$ cat config.mk
export PLATFORM = sky130hd
export DESIGN_NAME = ready_queue_task_scheduler_unit
export DESIGN_NICKNAME = d
export VERILOG_FILES = /design/src/design/rqts_pkg.sv /design/src/design/ready_queue_task_scheduler_unit.sv /design/src/design/rqts_queue.sv /design/src/design/rqts_pick.sv
export SDC_FILE = /design/constraint.sdc
export NUM_CORES = 1
export LEC_CHECK = 0
export BUFFER_PORTS_ARGS = -buffer_cell sky130_fd_sc_hd__buf_2
export CAP_MARGIN = 0
export CORE_MARGIN = 5
export CORE_UTILIZATION = 25
export CTS_BUF_LIST = sky130_fd_sc_hd__clkbuf_2
export CTS_CLUSTER_SIZE = 20
export DETAILED_ROUTE_END_ITERATION = 8
export MAX_ROUTING_LAYER = met4
export PLACE_DENSITY = 0.5
export SYNTH_ARGS = -nofsm -noshare
export SYNTH_HDL_FRONTEND = slang
export SYNTH_SLANG_ARGS = --single-unit
export TNS_END_PERCENT = 30
$ cat constraint.sdc
create_clock -name clk_i -period 10 [get_ports clk_i]
set_input_delay 1 -clock clk_i [delete_from_list [all_inputs] [get_ports clk_i]]
set_output_delay 1 -clock clk_i [all_outputs]
set_load 0.05 [all_outputs]
$ cat src/design/rqts_pkg.sv
package rqts_pkg;

  // Default ready queue depth
  localparam int unsigned NUM_TASKS = 4;

  // Task ids, deadlines and periods
  localparam int unsigned NUM_IDS  = 4;
  localparam int unsigned ID_W     = 2;
  localparam int unsigned DL_W     = 32;
  localparam int unsigned PERIOD_W = 16;
  localparam int unsigned POLICY_W = 2;
  localparam int unsigned CFG_IDX_W  = 3;
  localparam int unsigned CFG_DATA_W = 16;
  localparam int unsigned QCOUNT_W   = 3;

  typedef logic [ID_W-1:0]     id_t;
  typedef logic [DL_W-1:0]     deadline_t;
  typedef logic [PERIOD_W-1:0] period_t;
  typedef logic [POLICY_W-1:0] policy_t;

  // Period register reset values
  localparam period_t PERIOD_RESET [NUM_IDS] = '{
    PERIOD_W'(1000), PERIOD_W'(2000), PERIOD_W'(4000), PERIOD_W'(6000)
  };

  // Selection policy codes; the unused code falls back to FIFO
  typedef enum logic [POLICY_W-1:0] {
    POL_FIFO = 2'd0,
    POL_EDF  = 2'd1,
    POL_RM   = 2'd2
  } policy_e;

  // Input command codes
  typedef enum logic {
    CMD_RELEASE = 1'b0,
    CMD_TICK    = 1'b1
  } cmd_e;

  // Configuration register indexes
  typedef enum logic [CFG_IDX_W-1:0] {
    CFG_POLICY  = 3'd0,
    CFG_PERIOD0 = 3'd1,
    CFG_PERIOD1 = 3'd2,
    CFG_PERIOD2 = 3'd3,
    CFG_PERIOD3 = 3'd4
  } cfg_idx_e;

  // Sequencer states
  typedef enum logic [1:0] {
    ST_IDLE,
    ST_WALK,
    ST_FINISH
  } state_e;

  // Queue update request
  typedef struct packed {
    logic append;
    logic remove;
  } q_op_t;

endpackage

$ cat src/design/ready_queue_task_scheduler_unit.sv
// Channel  Direction  Handshake                 Payload
// in       input      in_valid_i / in_stall_o   cmd_i, task_id_i, abs_deadline_i, cpu_busy_i
// out      output     out_valid_o / out_stall_i dispatched_o, dispatched_id_o, queue_count_o,
//                                               release_dropped_o
// cfg      input      cfg_we_i                  cfg_index_i, cfg_data_i
//
// A release, or a tick that dispatches nothing, goes from IDLE to FINISH; a dispatching
// tick first walks each queued entry in WALK through the single key comparator.
// The next item is taken once the result sits in the output register.
// Reset empties the queue and loads the register defaults; queue entries and
// deadlines hold no value until written. A stalled output holds the block in FINISH.
module ready_queue_task_scheduler_unit #(
  parameter int unsigned NumTasks = rqts_pkg::NUM_TASKS,
  localparam int unsigned IdxW = $clog2(NumTasks),
  localparam int unsigned CntW = $clog2(NumTasks + 1)
) (
  input  logic                          clk_i,
  input  logic                          rst_ni,
  input  logic                          in_valid_i,
  output logic                          in_stall_o,
  input  logic                          cmd_i,
  input  rqts_pkg::id_t                 task_id_i,
  input  rqts_pkg::deadline_t           abs_deadline_i,
  input  logic                          cpu_busy_i,
  output logic                          out_valid_o,
  input  logic                          out_stall_i,
  output logic                          dispatched_o,
  output rqts_pkg::id_t                 dispatched_id_o,
  output logic [rqts_pkg::QCOUNT_W-1:0] queue_count_o,
  output logic                          release_dropped_o,
  input  logic                          cfg_we_i,
  input  logic [rqts_pkg::CFG_IDX_W-1:0]  cfg_index_i,
  input  logic [rqts_pkg::CFG_DATA_W-1:0] cfg_data_i
);
  import rqts_pkg::*;

  state_e state_q, state_d;

  policy_t                   policy_q;
  period_t [NUM_IDS-1:0]     period_q;

  logic      rel_q;
  logic      disp_q;
  id_t       tid_q;
  deadline_t dl_q;

  logic                out_valid_q;
  logic                dispatched_q;
  id_t                 disp_id_q;
  logic [QCOUNT_W-1:0] qcount_q;
  logic                dropped_q;

  logic            accept;
  logic            dispatch_now;
  logic            pick_start;
  logic            pick_step;
  logic            out_free;
  logic            fire;
  logic            full;
  q_op_t           q_op;
  logic [CntW-1:0] count;
  logic [CntW-1:0] count_after;

  logic [IdxW-1:0] rd_idx;
  id_t             rd_id;
  deadline_t       rd_deadline;
  logic            last;
  logic [IdxW-1:0] best_idx;
  id_t             best_id;

  // Configuration registers
  always_ff @(posedge clk_i or negedge rst_ni) begin
    if (!rst_ni) begin
      policy_q <= POL_FIFO;
      for (int i = 0; i < NUM_IDS; i++) begin
        period_q[i] <= PERIOD_RESET[i];
      end
    end else if (cfg_we_i) begin
      case (cfg_index_i)
        CFG_POLICY:  policy_q    <= cfg_data_i[POLICY_W-1:0];
        CFG_PERIOD0: period_q[0] <= cfg_data_i[PERIOD_W-1:0];
        CFG_PERIOD1: period_q[1] <= cfg_data_i[PERIOD_W-1:0];
        CFG_PERIOD2: period_q[2] <= cfg_data_i[PERIOD_W-1:0];
        CFG_PERIOD3: period_q[3] <= cfg_data_i[PERIOD_W-1:0];
        default: ;
      endcase
    end
  end

  assign full         = (count == CntW'(NumTasks));
  assign dispatch_now = (cmd_i == CMD_TICK) && !cpu_busy_i && (count != '0);
  assign out_free     = !out_valid_q || !out_stall_i;

  // Sequencer next state
  always_comb begin
    state_d = state_q;
    case (state_q)
      ST_IDLE: begin
        if (in_valid_i) begin
          state_d = dispatch_now ? ST_WALK : ST_FINISH;
        end
      end
      ST_WALK: begin
        if (last) begin
          state_d = ST_FINISH;
        end
      end
      ST_FINISH: begin
        if (out_free) begin
          state_d = ST_IDLE;
        end
      end
      default: state_d = ST_IDLE;
    endcase
  end

  // Sequencer outputs
  always_comb begin
    accept      = 1'b0;
    pick_start  = 1'b0;
    pick_step   = 1'b0;
    fire        = 1'b0;
    in_stall_o  = 1'b1;
    q_op        = '0;
    case (state_q)
      ST_IDLE: begin
        in_stall_o = 1'b0;
        accept     = in_valid_i;
        pick_start = in_valid_i && dispatch_now;
      end
      ST_WALK: begin
        pick_step = 1'b1;
      end
      ST_FINISH: begin
        fire        = out_free;
        q_op.append = out_free && rel_q && !full;
        q_op.remove = out_free && disp_q;
      end
      default: ;
    endcase
  end

  always_ff @(posedge clk_i or negedge rst_ni) begin
    if (!rst_ni) begin
      state_q <= ST_IDLE;
    end else begin
      state_q <= state_d;
    end
  end

  // Capture the accepted item
  always_ff @(posedge clk_i or negedge rst_ni) begin
    if (!rst_ni) begin
      rel_q  <= 1'b0;
      disp_q <= 1'b0;
    end else if (accept) begin
      rel_q  <= (cmd_i == CMD_RELEASE);
      disp_q <= dispatch_now;
    end
  end

  always_ff @(posedge clk_i) begin
    if (accept) begin
      tid_q <= task_id_i;
      dl_q  <= abs_deadline_i;
    end
  end

  // Count after this item's update
  always_comb begin
    if (disp_q) begin
      count_after = count - CntW'(1);
    end else if (rel_q && !full) begin
      count_after = count + CntW'(1);
    end else begin
      count_after = count;
    end
  end

  // Output register
  always_ff @(posedge clk_i or negedge rst_ni) begin
    if (!rst_ni) begin
      out_valid_q <= 1'b0;
    end else if (fire) begin
      out_valid_q <= 1'b1;
    end else if (!out_stall_i) begin
      out_valid_q <= 1'b0;
    end
  end

  always_ff @(posedge clk_i) begin
    if (fire) begin
      dispatched_q <= disp_q;
      disp_id_q    <= disp_q ? best_id : '0;
      qcount_q     <= QCOUNT_W'(count_after);
      dropped_q    <= rel_q && full;
    end
  end

  assign out_valid_o       = out_valid_q;
  assign dispatched_o      = dispatched_q;
  assign dispatched_id_o   = disp_id_q;
  assign queue_count_o     = qcount_q;
  assign release_dropped_o = dropped_q;

  rqts_queue #(
    .Depth (NumTasks)
  ) u_queue (
    .clk_i         (clk_i),
    .rst_ni        (rst_ni),
    .op_i          (q_op),
    .wr_id_i       (tid_q),
    .wr_deadline_i (dl_q),
    .rm_pos_i      (best_idx),
    .rd_idx_i      (rd_idx),
    .rd_id_o       (rd_id),
    .rd_deadline_o (rd_deadline),
    .count_o       (count)
  );

  rqts_pick #(
    .Depth (NumTasks)
  ) u_pick (
    .clk_i         (clk_i),
    .rst_ni        (rst_ni),
    .start_i       (pick_start),
    .step_i        (pick_step),
    .policy_i      (policy_q),
    .count_i       (count),
    .period_i      (period_q),
    .rd_id_i       (rd_id),
    .rd_deadline_i (rd_deadline),
    .rd_idx_o      (rd_idx),
    .last_o        (last),
    .best_idx_o    (best_idx),
    .best_id_o     (best_id)
  );

endmodule

$ cat src/design/rqts_queue.sv
module rqts_queue #(
  parameter int unsigned Depth = rqts_pkg::NUM_TASKS,
  localparam int unsigned IdxW = $clog2(Depth),
  localparam int unsigned CntW = $clog2(Depth + 1)
) (
  input  logic                clk_i,
  input  logic                rst_ni,
  input  rqts_pkg::q_op_t     op_i,
  input  rqts_pkg::id_t       wr_id_i,
  input  rqts_pkg::deadline_t wr_deadline_i,
  input  logic [IdxW-1:0]     rm_pos_i,
  input  logic [IdxW-1:0]     rd_idx_i,
  output rqts_pkg::id_t       rd_id_o,
  output rqts_pkg::deadline_t rd_deadline_o,
  output logic [CntW-1:0]     count_o
);
  import rqts_pkg::*;

  id_t             entry_q [Depth];
  deadline_t       dl_q    [NUM_IDS];
  logic [CntW-1:0] count_q;

  // Track the number of queued entries
  always_ff @(posedge clk_i or negedge rst_ni) begin
    if (!rst_ni) begin
      count_q <= '0;
    end else if (op_i.append) begin
      count_q <= count_q + CntW'(1);
    end else if (op_i.remove) begin
      count_q <= count_q - CntW'(1);
    end
  end

  // Append at the tail, or close the gap left by a removed entry
  always_ff @(posedge clk_i) begin
    if (op_i.append) begin
      entry_q[count_q[IdxW-1:0]] <= wr_id_i;
    end else if (op_i.remove) begin
      for (int i = 0; i < Depth - 1; i++) begin
        if (IdxW'(i) >= rm_pos_i) begin
          entry_q[i] <= entry_q[i+1];
        end
      end
    end
  end

  // Record the deadline of the released task
  always_ff @(posedge clk_i) begin
    if (op_i.append) begin
      dl_q[wr_id_i] <= wr_deadline_i;
    end
  end

  assign rd_id_o       = entry_q[rd_idx_i];
  assign rd_deadline_o = dl_q[rd_id_o];
  assign count_o       = count_q;

endmodule

$ cat src/design/rqts_pick.sv
module rqts_pick #(
  parameter int unsigned Depth = rqts_pkg::NUM_TASKS,
  localparam int unsigned IdxW = $clog2(Depth),
  localparam int unsigned CntW = $clog2(Depth + 1)
) (
  input  logic                                        clk_i,
  input  logic                                        rst_ni,
  input  logic                                        start_i,
  input  logic                                        step_i,
  input  rqts_pkg::policy_t                           policy_i,
  input  logic [CntW-1:0]                             count_i,
  input  rqts_pkg::period_t [rqts_pkg::NUM_IDS-1:0]   period_i,
  input  rqts_pkg::id_t                               rd_id_i,
  input  rqts_pkg::deadline_t                         rd_deadline_i,
  output logic [IdxW-1:0]                             rd_idx_o,
  output logic                                        last_o,
  output logic [IdxW-1:0]                             best_idx_o,
  output rqts_pkg::id_t                               best_id_o
);
  import rqts_pkg::*;

  logic [IdxW-1:0] idx_q;
  deadline_t       best_key_q;
  logic [IdxW-1:0] best_idx_q;
  id_t             best_id_q;

  deadline_t key;
  logic      use_key;
  logic      take;

  // Form the key of the current entry and compare it with the best so far
  always_comb begin
    use_key = (policy_i == POL_EDF) || (policy_i == POL_RM);
    if (policy_i == POL_EDF) begin
      key = rd_deadline_i;
    end else if (policy_i == POL_RM) begin
      key = DL_W'(period_i[rd_id_i]);
    end else begin
      key = '0;
    end
    // Only a strictly smaller key replaces the choice, so ties keep the older entry
    take = (idx_q == '0) || (use_key && (key < best_key_q));
  end

  // Advance the walk one queue entry per cycle
  always_ff @(posedge clk_i or negedge rst_ni) begin
    if (!rst_ni) begin
      idx_q <= '0;
    end else if (start_i) begin
      idx_q <= '0;
    end else if (step_i) begin
      idx_q <= idx_q + IdxW'(1);
    end
  end

  // Hold the running minimum
  always_ff @(posedge clk_i) begin
    if (step_i && take) begin
      best_key_q <= key;
      best_idx_q <= idx_q;
      best_id_q  <= rd_id_i;
    end
  end

  assign rd_idx_o   = idx_q;
  assign last_o     = (CntW'(idx_q) == (count_i - CntW'(1)));
  assign best_idx_o = best_idx_q;
  assign best_id_o  = best_id_q;

endmodule
; ---- Yosys cells after proc, flatten, opt, wreduce, memory -nomap -nowiden
; Memory sizes are Yosys's and may differ from the RTL's.
; Cells that the tools add are included.
[classes]
mux = 40
n_bitwise = 1
magnitude_cmp = 5
eq_ne = 14
n_reduce_logical = 30
n_addsub = 3
[ops]
columns = operator, count
row1 = $bmux W16 S2, 1
row2 = $lt A32 B32 Y1, 1
row3 = $mux W16, 2
row4 = $mux W32, 1
row5 = $mux W1, 22
row6 = $mux W2, 9
row7 = $mux W3, 4
row8 = $logic_and A1 B1 Y1, 10
row9 = $reduce_and A2 Y1, 5
row10 = $eq A3 B2 Y1 const B, 2
row11 = $eq A3 B3 Y1 const B, 2
row12 = $ne A2 B2 Y1 const B, 3
row13 = $pmux W2 S3, 1
row14 = $eq A2 B1 Y1 const B, 2
row15 = $eq A2 B2 Y1 const B, 2
row16 = $ge A1 B2 Y1 const A, 2
row17 = $logic_not A1 Y1, 4
row18 = $logic_not A2 Y1, 2
row19 = $reduce_bool A2 Y1, 2
row20 = $add A3 B1 Y3 const B, 1
row21 = $eq A2 B3 Y1, 1
row22 = $eq A3 B1 Y1 const B, 1
row23 = $logic_not A3 Y1, 1
row24 = $logic_or A1 B1 Y1, 3
row25 = 9 further kinds, 9
[word_totals]
input_bits = 60
register_bits = 153
ramBits = 136
wordCells = 115
mem_count = 2
out_inout_bits = 9
[memory_table]
columns = name, depth, width, rd, rd_clocked_by_memory_dff, write_ports, line_no
row1 = u_queue.dl_q, 4, 32, 1, 0, 1, rqts_queue.sv:20  ; deadline_t dl_q [NUM_IDS];
row2 = u_queue.entry_q, 4, 2, 4, 0, 3, rqts_queue.sv:19  ; id_t entry_q [Depth];

; ---- Logic depth before layout (Yosys ltp)
[depth]
word_depth = 10
mapped_depth = 13
ltp_nobuf = 11

; ---- Cells and area by module
; From an unflattened synthesis, not the netlist that was laid out.
[hier_totals]
hier_cells = 742
area_unflattened_um2 = 12480.7
[by_module_without_submodules]
columns = module, n_inst, cells_each, seq_area_each_um2, area_each_um2
row1 = rqts_queue, 1, 280, 4159.0, 5482.8
row2 = ready_queue_task_scheduler_unit, 1, 233, 3039.2, 4286.6
row3 = rqts_pick, 1, 229, 1131.1, 2711.4

; ---- Least setup slack after synthesis
; OpenSTA, ideal clock, no wires.
[synth_path]
path_type = reg-to-reg
startpoint = reg u_pick.idx_q[1] (netlist: u_pick.rd_idx_o[1])
endpoint = reg u_pick.best_id_q[0] (netlist: u_pick.best_id_o[0]), enable pin
synth_period_minus_slack_ns = 5.417
slack_ns = 4.583
required_time_ns = 9.549
stages_incl_launch_ff = 12
setup_time_ns = 0.451
path_buffers = 2
arrival_time_ns = 4.966
path_cell_list = dfrtp_1 mux4_2 buf_6 buf_4 mux4_2 a22o_1 ha_1 a211oi_1 nand2_1 a221o_1 a41o_1 a31oi_1
[synth_via]
elab_chain_len = 9
elab_cells_between_ends = 11
classes_between = 1 x order compare / 4 x mux / 4 x reduce/logical / 2 x memory
[synth_rtl]
columns = element, line_no
row1 = from (decl), rqts_pick.sv:22  ; logic [IdxW-1:0] idx_q;
row2 = from (signal assigned), rqts_pick.sv:52  ; idx_q <= idx_q + IdxW'(1);
row3 = $mem_v2 Z4 W2 (*), --
row4 = $bmux W16 S2, rqts_pick.sv:37  ; key = DL_W'(period_i[rd_id_i]);
row5 = $mux W16 (implied by the code), rqts_pick.sv:37
row6 = $mux W16, rqts_pick.sv:36  ; end else if (policy_i == POL_RM) begin
row7 = $mux W32 (*), rqts_pick.sv:34  ; if (policy_i == POL_EDF) begin
row8 = net u_pick.key[3], rqts_pick.sv:27  ; deadline_t key;
row9 = $lt A32 B32 Y1 (*), rqts_pick.sv:42  ; take = (idx_q == '0) || (use_key && (key < best_key_q));
row10 = $logic_and A1 B1 Y1 (*), rqts_pick.sv:42
row11 = $logic_or A1 B1 Y1 (*), rqts_pick.sv:42
row12 = $logic_and A1 B1 Y1 (*), rqts_pick.sv:58  ; if (step_i && take) begin
row13 = to (signal assigned), rqts_pick.sv:61  ; best_id_q <= rd_id_i;
row14 = to (decl), rqts_pick.sv:25  ; id_t best_id_q;
; The timed path passes the listed nets; every way through them passes the cells marked *. The select of a mux whose other input is x is not followed.
; A chain may end at the register's enable or synchronous reset.

; ---- Final worst setup path
[layout_path]
startpoint = reg u_pick.idx_q[1] (netlist: u_pick.rd_idx_o[1])
endpoint = reg u_pick.best_key_q[15], enable pin
[layout_via]
elab_chain_len = 9
elab_cells_between_ends = 11
classes_between = 1 x order compare / 4 x mux / 4 x reduce/logical / 2 x memory
[layout_rtl]
columns = element, line_no
row1 = $mem_v2 Z4 W2 (*), --
row2 = $bmux W16 S2, rqts_pick.sv:37
row3 = $mux W16 (implied by the code), rqts_pick.sv:37
row4 = $mux W16, rqts_pick.sv:36
row5 = $mux W32 (*), rqts_pick.sv:34
row6 = net u_pick.key[5], rqts_pick.sv:27
row7 = $lt A32 B32 Y1 (*), rqts_pick.sv:42
row8 = $logic_and A1 B1 Y1 (*), rqts_pick.sv:42
row9 = $logic_or A1 B1 Y1 (*), rqts_pick.sv:42
row10 = $logic_and A1 B1 Y1 (*), rqts_pick.sv:58
row11 = to (signal assigned), rqts_pick.sv:59  ; best_key_q <= key;
row12 = to (decl), rqts_pick.sv:23  ; deadline_t best_key_q;
; Marks and branches as above.

==> flow_metrics.tcl <==
set metrics [dict create \
    slew_violations 0 \
    syn_avg_cell_area_um2 17.7 \
    drive_gt1_share_pct 39.4 \
    cp.required_ns 10.49 \
    synth_edf_count 213 \
    multi_input_area_um2 3440 \
    drc 0 \
    start_kind "flip-flop" \
    grt_pass1_vias 7029 \
    io_pins 69 \
    wl_met3_um 1120 \
    die_h_um 229 \
    arrival_ns 5.80 \
    yosysWarnings 0 \
    setup_violations 0 \
    worst_path_most_repeated_cell "buf_4" \
    routed-wl-met2_um 12600 \
    top_layer "met4" \
    h-tree-depth 3 \
    synth.largest_area_cell "edfxtp_1" \
    path_clk_slew_ns 0.10 \
    seq_area_frac_synth_pct 69.4 \
    port_buffers 68 \
    netlist.area_leader.share_pct 53.3 \
    fmax_mhz 188 \
    fill_cells 4839 \
    synth-main-ff-cell "edfxtp_1" \
    relSlewSlack_pct 31.7 \
    dp_hpwl_um 15700 \
    via_count 6315 \
    wirelength_um 25700 \
    synthCells 677 \
    core-area_um2 47600 \
    dieArea_um2 52500 \
    cts-root-buf "clkbuf_2" \
    drt-met1-wl_um 11200 \
    status "finished, final reports clean" \
    die_w_um 229 \
    max_cap_viol_count 0 \
    wl_per_cell_um 17.3 \
    rsz0062_at_grt "no" \
    initial_utilization_pct 25.2 \
    antenna_found_initial 1 \
    final.setup.tns_ns 0 \
    synthesis.area_um2 12000 \
    critPathSlowestCell "mux4_4" \
    total_power_mw 3.50 \
    numCtsBuffers 76 \
    leakage_nw 5.24 \
    post_drt_via_cell_ratio 4.26 \
    cp_cell_sequence "mux4_4 -> buf_4 -> mux4_2 -> a22o_1 -> ha_1 -> a211oi_1 -> o21bai_1 -> a221oi_1 -> o21ai_0 -> a41o_1 -> a31oi_4 -> buf_4" \
    worst-path-max-fanout 35 \
    nNetsFinal 909 \
    peakVddDrop_uv 90.0 \
    tritoncts "yes" \
    slowest_delay_ns 0.68 \
    syn_nets 777 \
    drtIter0Drc 298 \
    grt-ovfl-total 0 \
    grt_pass1_wl_um 40700 \
    ff_latch_area_um2 8330 \
    area.growth.synth_to_final_pct 14.7 \
    finalCritPeriodShare_pct 53.1 \
    crit_type "reg2reg" \
    dr.pass1.iters 4 \
    drtAntennaViolNets 0 \
    hp-class "in2async" \
    tightest_slew_ns 1.02 \
    postSynth.asyncResetShare_pct 26.3 \
    ctsResizeCount 0 \
    post-route-min-period_ns 5.31 \
    finClkSkew_ns 0.0866 \
    ctsLongestPathBuffers 3 \
    ys_seq_elements 289 \
    ys_types 47 \
    synth.area.top_cells "edfxtp_1 53%, dfrtp_1 11%, mux4_2 9.0%" \
    hold_viol_final 0 \
    cts_setup_buffers 0 \
    power.density_nw_per_um2 255 \
    worst-r2r-setup-slack_ns 4.69 \
    clock_sinks 289 \
    end_kind "flip-flop" \
    gp_congestion 0.740 \
    grt_max_degree 77 \
    placementRows 80 \
    post_cts_hold_buffer_count 0 \
    grtUsageTotal_pct 10.3 \
    clock_latency_ns 0.90 \
]
cell families (layout without fill, tap and decap cells):
group                    count (synthesis)  after routing  synth area share [%]
buffers and inverters                   66            254                  2.34
XOR/XNOR                                 6              6                 0.438
multiplexers                           124            124                  16.1
AND/OR/NAND/NOR                         87             87                  3.71
flip-flops                             289            289                  69.4
other                                    0              1                     0
AO/OA/AOI/OAI                           65             65                  3.81
adder cells (fa/ha/maj)                 40             40                  4.17
sequential cells by signal (all words and copies together), names as in the netlist:
register / count
u_pick.rd_idx_o: 2
rel_q: 1
tid_q: 2
out_valid_o: 1
policy_q: 2
u_queue.dl_q: 128
u_queue.entry_q: 8
queue_count_o: 3
release_dropped_o: 1
disp_q: 1
state_q: 2
period_q: 64
dispatched_id_o: 2
dl_q: 32
u_pick.best_id_o: 2
dispatched_o: 1
u_pick.best_key_q: 32
u_pick.best_idx_o: 2
u_queue.count_o: 3
power by group:
group	internal (mW)	switching [mW]
registers	1.58	0.112
clock network	0.297	0.476
logic	0.448	0.585
synthesized netlist by cell type (2+ instances only):
cell      instances
nor3_1            3
and2_1           19
nor4_1            4
a31oi_1           3
xor2_1            2
buf_2             5
nand4_1           3
and3_1            2
nand2b_1          6
ha_1             40
nor2_1           17
clkbuf_1         12
mux4_2           48
nand3_1           3
mux2i_1           6
edfxtp_1        213
dfrtp_1          51
nor2b_1           4
nand2_1          22
a211oi_1          4
mux2_1            6
o22ai_1           2
inv_1            43
dfstp_2          25
buf_6             2
a21o_1            6
xnor2_1           4
a21oi_1          11
mux2_2           64
buf_4             3
o21ai_0          12
a22o_1           17
per-stage QoR:
stage | instances | instance area, um^2 | worst slack, ns | hold slack [ns] | utilization [%]
final | 1481 | 13800 | 4.69 | 0.284 | 28.9
after global routing | 1481 | 13800 | 4.28 | 0.189 | 28.9
after CTS | 1480 | 13800 | 4.56 | 0.126 | 28.9
after detailed placement | 1346 | 13100 | 4.61 | 0.483 | 27.5
after global placement | 1346 | 13100 | 4.80 | 0.478 | 27.5
after floorplan | 677 | 12000 | 4.58 | 0.423 | -
worst max-delay path, delay by kind of cell, from the launching register on:
| family | cells | cell delay [ns] |
|---|---|---|
| compound gates | 7 | 1.76 |
| fa+ha+maj | 1 | 0.30 |
| buf+inv | 2 | 1.11 |
| flops | 1 | 0.47 |
| mux | 2 | 1.27 |
layer usage:
layer / vias to the layer above / GRT usage (%)
met3: 59 / 2.23
met2: 136 / 16.5
met1: 3193 / 12.5
met4: 0 / 4.64
met5: - / -
li1: 2927 / -
final cells by class:
type / instances / share of cell area [%]
diodes: 1 / 0.0182
multi-input cells: 322 / 25.0
well taps: 615 / 5.59
clock inverters: 23 / 0.682
flip-flops and latches: 289 / 60.5
inverters: 43 / 1.17
clock buffers: 111 / 4.04
repair buffers: 77 / 2.98
worst paths after layout:
path,startpoint,to,cells after the start
worst max-delay path,u_pick.rd_idx_o[1],u_pick.best_key_q[15],12
worst min-delay path,rst_ni,period_q[17],1
worst max register to register,u_pick.rd_idx_o[1],u_pick.best_key_q[15],12
worst min register to register,dl_q[14],u_queue.dl_q[0][14],0
max in group asynchronous,rst_ni,period_q[35],1
min in group clk_i,abs_deadline_i[25],dl_q[25],1
layout by cell type (no fill, tap or decap), drive strengths merged, types with 2 or more instances in the layout:
cell      n
xnor2     4
o21ai    12
buf      77
nand2b    6
clkinv   18
dfstp    25
nor2b     4
nor3      3
nand2    22
nor4      4
a211oi    4
xor2      2
mux2i     6
a22o     17
nand4     3
clkbuf  111
a31oi     3
dfrtp    51
edfxtp  213
a21oi    11
mux2     70
inv      47
nand3     3
o22ai     2
and3      2
ha       40
a21o      6
mux4     48
and2     19
nor2     17
No activity file was read; power rests on OpenSTA's default activity.
